<file path="config.mk">
export PLATFORM = sky130hd
export DESIGN_NAME = kmcq_divider
export DESIGN_NICKNAME = d
export VERILOG_FILES = /design/src/rtl/kmcq_pkg.sv /design/src/rtl/kmcq_divider.sv
export SDC_FILE = /design/constraint.sdc
export NUM_CORES = 1
export LEC_CHECK = 0
export BUFFER_PORTS_ARGS = -buffer_cell sky130_fd_sc_hd__buf_2
export CAP_MARGIN = 25
export CORE_MARGIN = 8
export CORE_UTILIZATION = 40
export DETAILED_ROUTE_END_ITERATION = 7
export MAX_ROUTING_LAYER = met4
export PLACE_DENSITY_LB_ADDON = 0.2
export SLEW_MARGIN = 10
export SYNTH_ARGS = -nofsm -noshare
export SYNTH_HDL_FRONTEND = slang
export SYNTH_SLANG_ARGS = --single-unit
</file>
<file path="constraint.sdc">
create_clock -name clk -period 8 [get_ports clk]
set_input_delay 1.6 -clock clk [delete_from_list [all_inputs] [get_ports clk]]
set_output_delay 1.6 -clock clk [all_outputs]
set_load 0.01 [all_outputs]
</file>
<file path="src/rtl/kmcq_pkg.sv">
package kmcq_pkg;

	localparam int PIX_AW   = 16;
	localparam int PIX_N    = 65536;
	localparam int CL_N     = 16;
	localparam int CL_W     = 4;
	localparam int CNT_W    = 17;
	localparam int SUM_W    = 24;
	localparam logic [31:0] LFSR_MASK = 32'h8020_0003;

	localparam logic [1:0] REG_CLUSTERS = 2'd0;
	localparam logic [1:0] REG_ITERS    = 2'd1;
	localparam logic [1:0] REG_CHANNELS = 2'd2;
	localparam logic [1:0] REG_SEED     = 2'd3;

	typedef enum logic [3:0] {
		ST_IDLE,
		ST_SEED_STEP,
		ST_SEED_MOD,
		ST_SEED_RD,
		ST_SEED_WR,
		ST_ASSIGN,
		ST_UPD_CLR,
		ST_UPD_ACC,
		ST_DIV,
		ST_DIV_WR
	} state_t;

	function automatic logic [31:0] lfsr_next(input logic [31:0] v);
		logic [31:0] r;
		r = {1'b0, v[31:1]};
		if (v[0]) begin
			r = r ^ LFSR_MASK;
		end
		return r;
	endfunction

endpackage

</file>
<file path="src/rtl/kmcq_divider.sv">
// Restoring divider, one quotient bit per cycle.
module kmcq_divider (
	input  logic                         clk,
	input  logic                         arst_n,
	input  logic                         start,
	input  logic [31:0]                  dividend,
	input  logic [kmcq_pkg::CNT_W-1:0]   divisor,
	output logic                         done,
	output logic [31:0]                  quotient,
	output logic [kmcq_pkg::CNT_W-1:0]   remainder
);
	logic [5:0]                     cnt_q;
	logic                           run_q;
	logic [31:0]                    quo_q;
	logic [kmcq_pkg::CNT_W:0]       rem_q;
	logic [kmcq_pkg::CNT_W-1:0]     div_q;
	logic [kmcq_pkg::CNT_W:0]       trial;

	assign trial = {rem_q[kmcq_pkg::CNT_W-1:0], quo_q[31]};

	always_ff @(posedge clk or negedge arst_n) begin
		if (!arst_n) begin
			run_q <= 1'b0;
			cnt_q <= '0;
			done  <= 1'b0;
		end else begin
			done <= 1'b0;
			if (start) begin
				run_q <= 1'b1;
				cnt_q <= 6'd32;
			end else if (run_q) begin
				cnt_q <= cnt_q - 6'd1;
				if (cnt_q == 6'd1) begin
					run_q <= 1'b0;
					done  <= 1'b1;
				end
			end
		end
	end

	always_ff @(posedge clk) begin
		if (start) begin
			quo_q <= dividend;
			rem_q <= '0;
			div_q <= divisor;
		end else if (run_q) begin
			if (trial >= {1'b0, div_q}) begin
				rem_q <= trial - {1'b0, div_q};
				quo_q <= {quo_q[30:0], 1'b1};
			end else begin
				rem_q <= trial;
				quo_q <= {quo_q[30:0], 1'b0};
			end
		end
	end

	assign quotient  = quo_q;
	assign remainder = rem_q[kmcq_pkg::CNT_W-1:0];
endmodule
</file>
# After elaboration in Yosys (flattened, before gate mapping)
# Index checks and enable logic that the tools add are counted.
# totals
regBits	74
inputBits	52
output_inout_bits	50
word_cells	23
# classes
n_addsub	2
magnitude_cmp	1
n_eq_ne	1
muxes	12
reduce_logical	1
# ops
cell	count
two-way mux 32 bit	2
greater-or-equal comparator 18 x 17 -> 1 bit	1
two-way mux 17 bit	1
subtractor 17 bit	1
two-way mux 6 bit	2
two-way mux 1 bit	7
== test 6 x 1 -> 1 bit (second input constant)	1
subtractor 6 x 1 -> 6 bit (second input constant)	1
nonzero test 2 bit	1

# Logic depth before layout (Yosys ltp)
# Gate-level depths: netlist of run 1.
# depth
depth_word	4
depth_mapped	11
mapped_depth_nobuf	10

# Worst setup path after synthesis of run 1
# OpenSTA, ideal clock, no wires.
# synth_path
kind	input-to-reg
startpoint	input port start
endpoint	register quo_q[0] (netlist: quotient[0]), enable pin
setup_time_ns	0.387
arrival_ns	2.590
required_time_ns	7.613
slack_ns	5.023
stages	3
n_path_buf	1
path_cell_list	clkbuf_1 -> nor2_1 -> inv_1
# synth_via
elab_chain_cells	1
# synth_lines
item	line	source
start, declared	kmcq_divider.sv:5	input logic start,
nonzero test 2 bit (no source line)	-	
end signal, assigned	kmcq_divider.sv:43	quo_q <= dividend;
end signal, assigned	kmcq_divider.sv:49	quo_q <= {quo_q[30:0], 1'b1};
end signal, assigned	kmcq_divider.sv:52	quo_q <= {quo_q[30:0], 1'b0};
end, declared	kmcq_divider.sv:14	logic [31:0] quo_q;
# No other way between the ends.
# A chain may end at the register's enable or synchronous reset.

# Final worst setup path of run 1
# layout_path
startpoint	input port start
endpoint	register quo_q[5] (netlist: quotient[5]), enable pin
# The elaborated chain is that of the path after synthesis.

==> results.py, run 1 <==
metrics = {
    "outcome": {
        "status": "finished, final reports clean",
    },
    "timing": {
        "hold_viol_final": 0,
        "fin_hold_ws_ns": 0.524,
        "post-route-min-period_ns": 3.01,
        "finalCritPeriodShare_pct": 37.6,
        "setup_viol": 0,
        "slew_viol_final": 0,
        "finalSetupTns_ns": 0,
        "fmax_mhz": 333,
        "slew_headroom_pct": 45.4,
        "finClkSkew_ns": 0.00607,
        "rsz0062_at_grt": "false",
        "tightest_slew_ns": 0.819,
    },
    "floorplanning": {
        "initial_core_util_pct": 41.3,
        "rows": 36,
        "ios": 102,
        "die_w_um": 116,
        "dieArea_sq_mm": 0.0136,
        "die_y_um": 116,
        "core_region_area_sq_mm": 0.00977,
    },
    "setup_path": {
        "arrival_ns": 3.12,
        "startpoint_type": "primary input",
        "critical_path_peak_fanout": 21,
        "reg2regPathDepth": 10,
        "worstPathRequired_ns": 8.11,
        "path_class": "in -> reg",
        "slowest_stage": "nor2_1",
        "slowest_delay_ns": 0.58,
        "end_kind": "register",
        "cp_cell_sequence": "buf_2, nor2_1, inv_1, buf_16",
    },
    "synth": {
        "ys_seq_elements": 74,
        "synth_top_flop_cell": "edfxtp_1",
        "seq_area_frac_synth_pct": 49.8,
        "synth_area_sq_mm": 0.00404,
        "synth_area_leaders": "edfxtp_1 36%, mux2_2 9.8%, dfxtp_1 8.4%",
        "yosysTopAreaCell": "edfxtp_1",
        "async_flop_share_pct": 10.8,
        "synth_top_cell_area_share_pct": 36.4,
        "syn_area_per_cell_sq_um": 11.4,
        "yosys_warnings": 0,
        "synthesis.nets": 425,
        "synth_edf_count": 49,
        "synthDistinctLibCells": 59,
        "synth_cells": 353,
    },
    "pwr": {
        "clockPowerShare_pct": 18.8,
        "seqPwrFrac_pct": 37.5,
        "combPwrFrac_pct": 43.7,
        "internal-power_w": 0.000940,
        "switchingPower_w": 0.000581,
        "power_leakage_nw": 2.11,
        "switching_share_pct": 38.2,
        "power_density_mw_per_mm2": 314,
        "peakVddDrop_uv": 115,
    },
    "place": {
        "io_buffers": 101,
        "dp_hpwl_um": 6800,
        "placed_area_sq_mm": 0.00466,
        "place.gp.congestion": 0.820,
    },
    "layout": {
        "syn_to_final_growth_pct": 20.1,
        "mostFrequentLayoutCells": "101 x buf_2, 49 x edfxtp_1, 35 x mux2_2",
        "drive_gt1_share_pct": 35.3,
        "antennaDiodeCount": 0,
        "design_area_sq_mm": 0.00485,
        "layout_commonest_cell": "buf_2",
        "nNetsFinal": 520,
    },
    "drt": {
        "drt-initial-drc-count": 145,
        "firstDrtPassIters": 4,
        "drcViolationCount": 0,
        "wirelength_um": 9230,
        "vias_per_cell": 5.07,
        "wire_per_inst_um": 15.8,
        "vias": 2971,
        "ant_nets": 0,
    },
    "clock_tree": {
        "cts_max_level": 3,
        "cts_sinks": 74,
        "ctsLongestPathBuffers": 2,
        "postCtsHoldBufs": 0,
        "tritoncts": "built",
        "clock_latency_ns": 0.35,
        "cts_resized": 0,
        "root_buffer": "clkbuf_8",
        "numCtsBuffers": 9,
        "cts_setup_buffers": 0,
        "clkSlewWorstSetupHoldPaths_ns": 0.08,
    },
    "grt": {
        "grt_antenna_before_repair": 0,
        "grt_pass1_vias": 2933,
        "track_usage_pct": 14.4,
        "grt_pass1_wl_um": 14700,
        "grt_max_degree": 69,
        "grt_overflow": 0,
    },
    "worst_hold_path": {
        "min_path_type": "reg -> reg",
        "hold-path-cell-count": 2,
    },
    "flow_run": {
        "cap_violations": 0,
    },
}
path summary, 6_finish.rpt:
check | from | end | slack (ns)
worst max-delay path | start | quotient[5] | 4.99
worst min-delay path | rem_q[5] | rem_q[5] | 0.52
worst max register to register | quotient[31] | rem_q[2] | 5.10
worst min register to register | rem_q[5] | rem_q[5] | 0.52
max in group asynchronous | arst_n | cnt_q[4] | 6.76
min in group asynchronous | arst_n | done | 1.07
power groups by stage:
stage          clock network (W)  registers (W)  logic, W
6_report                0.000287       0.000570  0.000665
4_1_cts                 0.000297       0.000572  0.000671
3_3_place_gp                   0       0.000579  0.000660
2_1_floorplan                  0       0.000591  0.000476
3_5_place_dp                   0       0.000578  0.000668
5_1_grt                 0.000313       0.000585  0.000740
kinds of logic after synthesis:
group,share of synthesized area [%]
compound gates,14.1
xor+xnor,3.25
fa+ha+maj,6.38
buf+inv,4.59
flops,49.8
mux,11.2
simple gates,10.6
cell usage after synthesis (7+ instances only):
master / instances
nand2_1: 23
nor2_1: 20
xor2_1: 8
clkbuf_1: 11
dfrtp_1: 8
nor3_1: 9
xnor2_1: 7
inv_1: 26
mux2_2: 35
edfxtp_1: 49
a211oi_1: 10
ha_1: 19
o21ai_0: 8
dfxtp_1: 17
a21oi_1: 12
layer usage:
metal,vias to the layer above,global-route usage (%),share of wire [%]
met1,1408,18.1,47
met3,8,3.93,3.6
met2,54,21.5,48
li1,1501,-,-
met5,-,-,0
met4,0,5.70,1.3
sequential cells by signal, summed over array words and instances (netlist names):
register / cells
run_q: 1
done: 1
div_q: 17
rem_q: 17
quotient: 32
cnt_q: 6
metrics by stage:
| stage | instances | total power [W] | utilization (%) | worst slack (ns) |
|---|---|---|---|---|
| floorplan | 353 | 0.00107 | - | 5.02 |
| global placement | 569 | 0.00124 | 47.4 | 4.45 |
| detailed placement | 570 | 0.00125 | 47.6 | 4.62 |
| CTS | 586 | 0.00154 | 49.6 | 5.00 |
| global route | 586 | 0.00164 | 49.6 | 4.85 |
| finish | 586 | 0.00152 | 49.6 | 4.99 |
critical path, delay by kind of cell:
kind | cells | cell delay [ns]
buf+inv | 3 | 0.92
simple gates | 1 | 0.58
final cells by class:
type / instances / area, sq um
fill: 930 / 4930
inverter: 26 / 97.6
clock inverter: 7 / 67.6
timing repair buffer: 103 / 541
clock buffer: 9 / 124
tap: 133 / 166
multi-input combinational: 234 / 1840
sequential: 74 / 2010
Power figures use the tool's default switching activity.
==> run 2, diff against run 1 <==
- clock period: 8 -> 2.54 ns (I/O delays scaled with it)
==> run 2 against run 1 <==
Effect of this change:
- clock skew up 0.0032 ns
- hold slack worse by 0.21 ns
- combinational power rose to 3.6 times the previous value
- final cell count up 3.6%
- utilization up 2.2 points
- register-to-register slack worse by 5.0 ns
- largest cell class unchanged
- first-iteration DRC count up 6.9%
- non-clock buffer count up 21
- global-route usage up 1.1 points
- count of clock-buffer cells in the layout unchanged
- critical path type is now reg -> reg
- setup slack worse by 4.9 ns
==> results.py, run 2 (synthesized netlist as in run 1, its figures left out) <==
metrics = {
    "drt": {
        "firstDrtPassIters": 4,
        "wire_per_inst_um": 16.7,
        "ant_nets": 0,
        "vias": 3129,
        "wirelength_um": 10100,
        "vias_per_cell": 5.15,
        "drcViolationCount": 0,
        "drt-initial-drc-count": 155,
    },
    "clock_tree": {
        "numCtsBuffers": 9,
        "ctsLongestPathBuffers": 2,
        "clkSlewWorstSetupHoldPaths_ns": 0.09,
        "root_buffer": "clkbuf_8",
        "cts_max_level": 3,
        "clock_latency_ns": 0.36,
        "cts_sinks": 74,
        "tritoncts": "built",
    },
    "setup_path": {
        "arrival_ns": 2.55,
        "startpoint_type": "register",
        "cp_cell_sequence": "inv_1, ha_1, inv_1, fa_2, a21oi_4, o211ai_4, a211oi_4, o21ai_4, buf_4, mux2_2",
        "slowest_stage": "edfxtp_1",
        "path_class": "reg -> reg",
        "end_kind": "register",
        "slowest_delay_ns": 0.39,
        "worstPathRequired_ns": 2.66,
        "ff2ff_setup_slack_ns": 0.11,
        "critical_path_peak_fanout": 8,
        "crit_top_cell": "inv_1",
    },
    "layout": {
        "layout_commonest_cell": "buf_2",
        "largest_register_ffs": 32,
        "design_area_sq_mm": 0.00506,
        "drive_gt1_share_pct": 39.2,
        "antennaDiodeCount": 0,
        "syn_to_final_growth_pct": 25.3,
        "nNetsFinal": 541,
        "fill_cells": 918,
        "finalNonFillerCells": 607,
        "mostFrequentLayoutCells": "101 x buf_2, 49 x edfxtp_1, 35 x mux2_2",
    },
    "place": {
        "dp.cells": 582,
        "placed_area_sq_mm": 0.00476,
        "io_buffers": 101,
        "place.gp.congestion": 0.825,
        "dp_hpwl_um": 7520,
    },
    "pwr": {
        "p_total_w": 0.00515,
        "switchingPower_w": 0.00197,
        "peakVddDrop_uv": 412,
        "power_leakage_nw": 2.23,
        "clockPowerShare_pct": 19.1,
        "seqPwrFrac_pct": 34.6,
        "internal-power_w": 0.00317,
        "combPwrFrac_pct": 46.3,
        "power_density_mw_per_mm2": 1020,
        "switching_share_pct": 38.3,
    },
    "worst_hold_path": {
        "min_path_type": "in -> reg",
    },
    "timing": {
        "slew_viol_final": 0,
        "rsz0062_at_grt": "false",
        "finalCritPeriodShare_pct": 95.8,
        "fin_hold_ws_ns": 0.318,
        "slew_headroom_pct": 66.5,
        "fmax_mhz": 411,
        "tightest_slew_ns": 0.496,
        "finClkSkew_ns": 0.00932,
        "setup_viol": 0,
        "finalSetupTns_ns": 0,
        "post-route-min-period_ns": 2.43,
        "hold_viol_final": 0,
    },
    "flow_run": {
        "cap_violations": 0,
    },
    "grt": {
        "grt_max_degree": 41,
        "grt_pass1_vias": 3088,
        "grt_antenna_before_repair": 0,
        "track_usage_pct": 15.5,
        "grt_pass1_wl_um": 15700,
        "grt_overflow": 0,
    },
    "floorplanning": {
        "dieArea_sq_mm": 0.0136,
        "die_w_um": 116,
        "rows": 36,
        "ios": 102,
        "die_y_um": 116,
        "initial_core_util_pct": 41.3,
        "core_region_area_sq_mm": 0.00977,
    },
    "outcome": {
        "status": "finished, final reports clean",
    },
}
-- run 2: timing repair --
action | in CTS | in global routing
setup buffers | 3 | 5
hold buffers | 1 | 0
resized for setup | 1 | 5
hold endpoints to repair | 8 | 0
pin swaps | 3 | 3
endpoints found under the setup margin | 6 | 18
-- run 2: routing by layer --
metal  vias to the layer above  GRT usage [%]  wire (um)
met1                      1509           19.2       4650
met2                        63           24.1       4940
li1                       1547              -          -
met4                         0           6.05        102
met5                         -              -          0
met3                        10           3.41        434
-- run 2: cell type report --
cell class	instances	area, sq um	area share, %
multi-input combinational	234	1860	36.8
inverter	26	97.6	1.93
clock buffer	9	124	2.45
sequential	74	2010	39.8
timing repair buffer	124	713	14.1
tap	133	166	3.29
clock inverter	7	82.6	1.63
-- run 2: path summary, 6_finish.rpt --
check / to / cells after the start / start
setup / recovery: quotient[0] / 10 / quotient[31]
max in group asynchronous: cnt_q[0] / 2 / arst_n
hold / removal: div_q[1] / 1 / divisor[1]
hold reg to reg: rem_q[1] / 2 / rem_q[1]
min in group asynchronous: cnt_q[3] / 2 / arst_n
setup reg to reg: quotient[0] / 10 / quotient[31]
-- run 2: power groups by stage --
stage	Sequential (W)	Combinational (W)	Clock, W
final	0.00178	0.00238	0.000983
after global placement	0.00180	0.00218	0
after detailed placement	0.00181	0.00222	0
after CTS	0.00179	0.00229	0.00101
after global routing	0.00183	0.00262	0.00106
after floorplan	0.00186	0.00150	0
-- run 2: through the flow --
step | utilization (%) | setup WS (ns)
after floorplan | - | 0.0111
after global placement | 48.7 | 0.0731
after detailed placement | 48.7 | -0.0114
after CTS | 51.1 | 0.00320
after global routing | 51.8 | 0.0180
final | 51.8 | 0.108
-- run 2: worst max-delay path, delay by kind of cell, from the launching register on --
family | cells | cell delay [ns]
AOI/OAI and AO/OA | 4 | 0.72
adders and majority gates | 2 | 0.54
DFF | 1 | 0.39
muxes | 1 | 0.24
buffers and inverters | 3 | 0.30
==> run 3, diff against run 2 <==
- CORE_UTILIZATION: 40 -> 48
==> run 3 against run 2 <==
Effect of this change:
- fmax fell by 3.1%
- non-clock buffer count rose by 8
- count of clock-buffer cells in the layout rose by 1
- first-iteration DRC count fell by 3.9%
- sequential power barely moved
- register-to-register slack got worse by 0.08 ns
- die area fell by 14%
- final area rose by 1.7%
- utilization rose by 11 points
==> results.py, run 3 (synthesized netlist as in run 1, its figures left out) <==
metrics = {
    "flow_run": {
        "cap_violations": 0,
    },
    "clock_tree": {
        "cts_max_level": 3,
        "clock_latency_ns": 0.35,
        "clkSlewWorstSetupHoldPaths_ns": 0.08,
        "root_buffer": "clkbuf_8",
        "ctsLongestPathBuffers": 2,
        "numCtsBuffers": 9,
        "cts_sinks": 74,
        "tritoncts": "built",
    },
    "grt": {
        "grt_pass1_vias": 3241,
        "grt_antenna_before_repair": 1,
        "track_usage_pct": 17.1,
        "grt_max_degree": 28,
        "grt_overflow": 0,
        "grt_pass1_wl_um": 15500,
    },
    "floorplanning": {
        "die_y_um": 108,
        "dieArea_sq_mm": 0.0116,
        "rows": 33,
        "core_region_area_sq_mm": 0.00818,
        "die_w_um": 108,
        "initial_core_util_pct": 49.4,
        "ios": 102,
    },
    "layout": {
        "finalNonFillerCells": 588,
        "mostFrequentLayoutCells": "101 x buf_2, 49 x edfxtp_1, 34 x mux2_2",
        "syn_to_final_growth_pct": 27.5,
        "final_core_util_pct": 63.0,
        "nNetsFinal": 549,
        "fill_cells": 695,
        "largest_register_ffs": 32,
        "layout_commonest_cell": "buf_2",
        "drive_gt1_share_pct": 41.3,
    },
    "pwr": {
        "seqPwrFrac_pct": 33.0,
        "power_leakage_nw": 2.28,
        "combPwrFrac_pct": 48.1,
        "power_density_mw_per_mm2": 1040,
        "peakVddDrop_uv": 375,
        "switching_share_pct": 36.8,
        "clockPowerShare_pct": 18.9,
        "internal-power_w": 0.00339,
        "p_total_w": 0.00535,
        "switchingPower_w": 0.00197,
    },
    "drt": {
        "firstDrtPassIters": 4,
        "vias": 3209,
        "ant_nets": 0,
        "drcViolationCount": 0,
        "wire_per_inst_um": 16.6,
        "vias_per_cell": 5.46,
        "drt-initial-drc-count": 149,
        "wirelength_um": 9760,
    },
    "place": {
        "dpl_worst_slack_ns": -0.0238,
        "dp.cells": 562,
        "place.gp.congestion": 0.894,
        "io_buffers": 101,
        "dp_hpwl_um": 7100,
    },
    "outcome": {
        "status": "finished, final reports clean",
    },
    "timing": {
        "finClkSkew_ns": 0.0108,
        "finalCritPeriodShare_pct": 98.8,
        "post-route-min-period_ns": 2.51,
        "tightest_slew_ns": 0.418,
        "slew_headroom_pct": 71.9,
        "rsz0062_at_grt": "true",
        "setup_viol": 0,
        "fmax_mhz": 399,
        "slew_viol_final": 0,
        "hold_viol_final": 0,
        "fin_hold_ws_ns": 0.331,
        "fin_ws_ns": 0.0306,
    },
    "setup_path": {
        "end_kind": "register",
        "startpoint_type": "register",
        "path_class": "reg -> reg",
        "worstPathRequired_ns": 2.79,
        "arrival_ns": 2.76,
        "critical_path_peak_fanout": 4,
    },
    "worst_hold_path": {
        "min_path_type": "in -> reg",
    },
}
-- run 3: path summary, 6_finish.rpt --
kind	startpoint	endpoint	slack (ns)	cells after the start
worst max-delay path	quotient[31]	rem_q[2]	0.03	11
worst min-delay path	divisor[3]	div_q[3]	0.33	1
worst max register to register	quotient[31]	rem_q[2]	0.03	11
worst min register to register	rem_q[15]	rem_q[15]	0.52	2
max in group asynchronous	arst_n	cnt_q[1]	1.82	2
min in group asynchronous	arst_n	cnt_q[4]	0.55	2
-- run 3: area by class of cell --
| type | instances | area (sq um) | area share (%) |
|---|---|---|---|
| sequential | 74 | 2010 | 39.1 |
| multi-input combinational | 234 | 1900 | 37.0 |
| timing repair buffer | 132 | 782 | 15.2 |
| tap | 105 | 131 | 2.55 |
| clock buffer | 10 | 128 | 2.48 |
| inverter | 26 | 97.6 | 1.90 |
| clock inverter | 6 | 90.1 | 1.75 |
| antenna | 1 | 2.50 | 0.0486 |
-- run 3: power by group through the flow --
stage                     logic (W)  registers [W]  clock network, W
after floorplan             0.00150        0.00186                 0
after global placement      0.00226        0.00178                 0
after detailed placement    0.00228        0.00179                 0
after CTS                   0.00237        0.00177           0.00104
after global routing        0.00283        0.00181           0.00108
final                       0.00257        0.00177           0.00101
-- run 3: metal layers --
metal | global-route usage, % | up-vias | routed length (um)
met2 | 26.8 | 113 | 4640
met5 | - | - | 0
met4 | 5.65 | 0 | 147
met3 | 4.85 | 13 | 658
met1 | 20.8 | 1521 | 4310
li1 | - | 1562 | -
-- run 3: what timing repair did --
action	4_1_cts	5_1_grt
pin swaps	1	12
endpoints found under the hold margin	8	0
hold buffers	1	0
setup buffers	2	6
resized for setup	0	15
endpoints found under the setup margin	5	18
-- run 3: stage by stage --
step	setup TNS [ns]	cell area, sq um
final	0	5150
after global routing	-0.602	5150
after CTS	0	5020
after detailed placement	-0.0536	4770
after global placement	0	4770
after floorplan	0	4040
-- run 3: worst max-delay path, cell delays in order (launching register included) --
cell and delay (ns):
edfxtp_1 0.40, inv_2 0.09, ha_4 0.13, inv_2 0.04
fa_2 0.38, a21oi_4 0.20, o211ai_4 0.12, a211oi_4 0.32
o21ai_4 0.13, buf_6 0.15, mux2_4 0.29, a22o_1 0.17
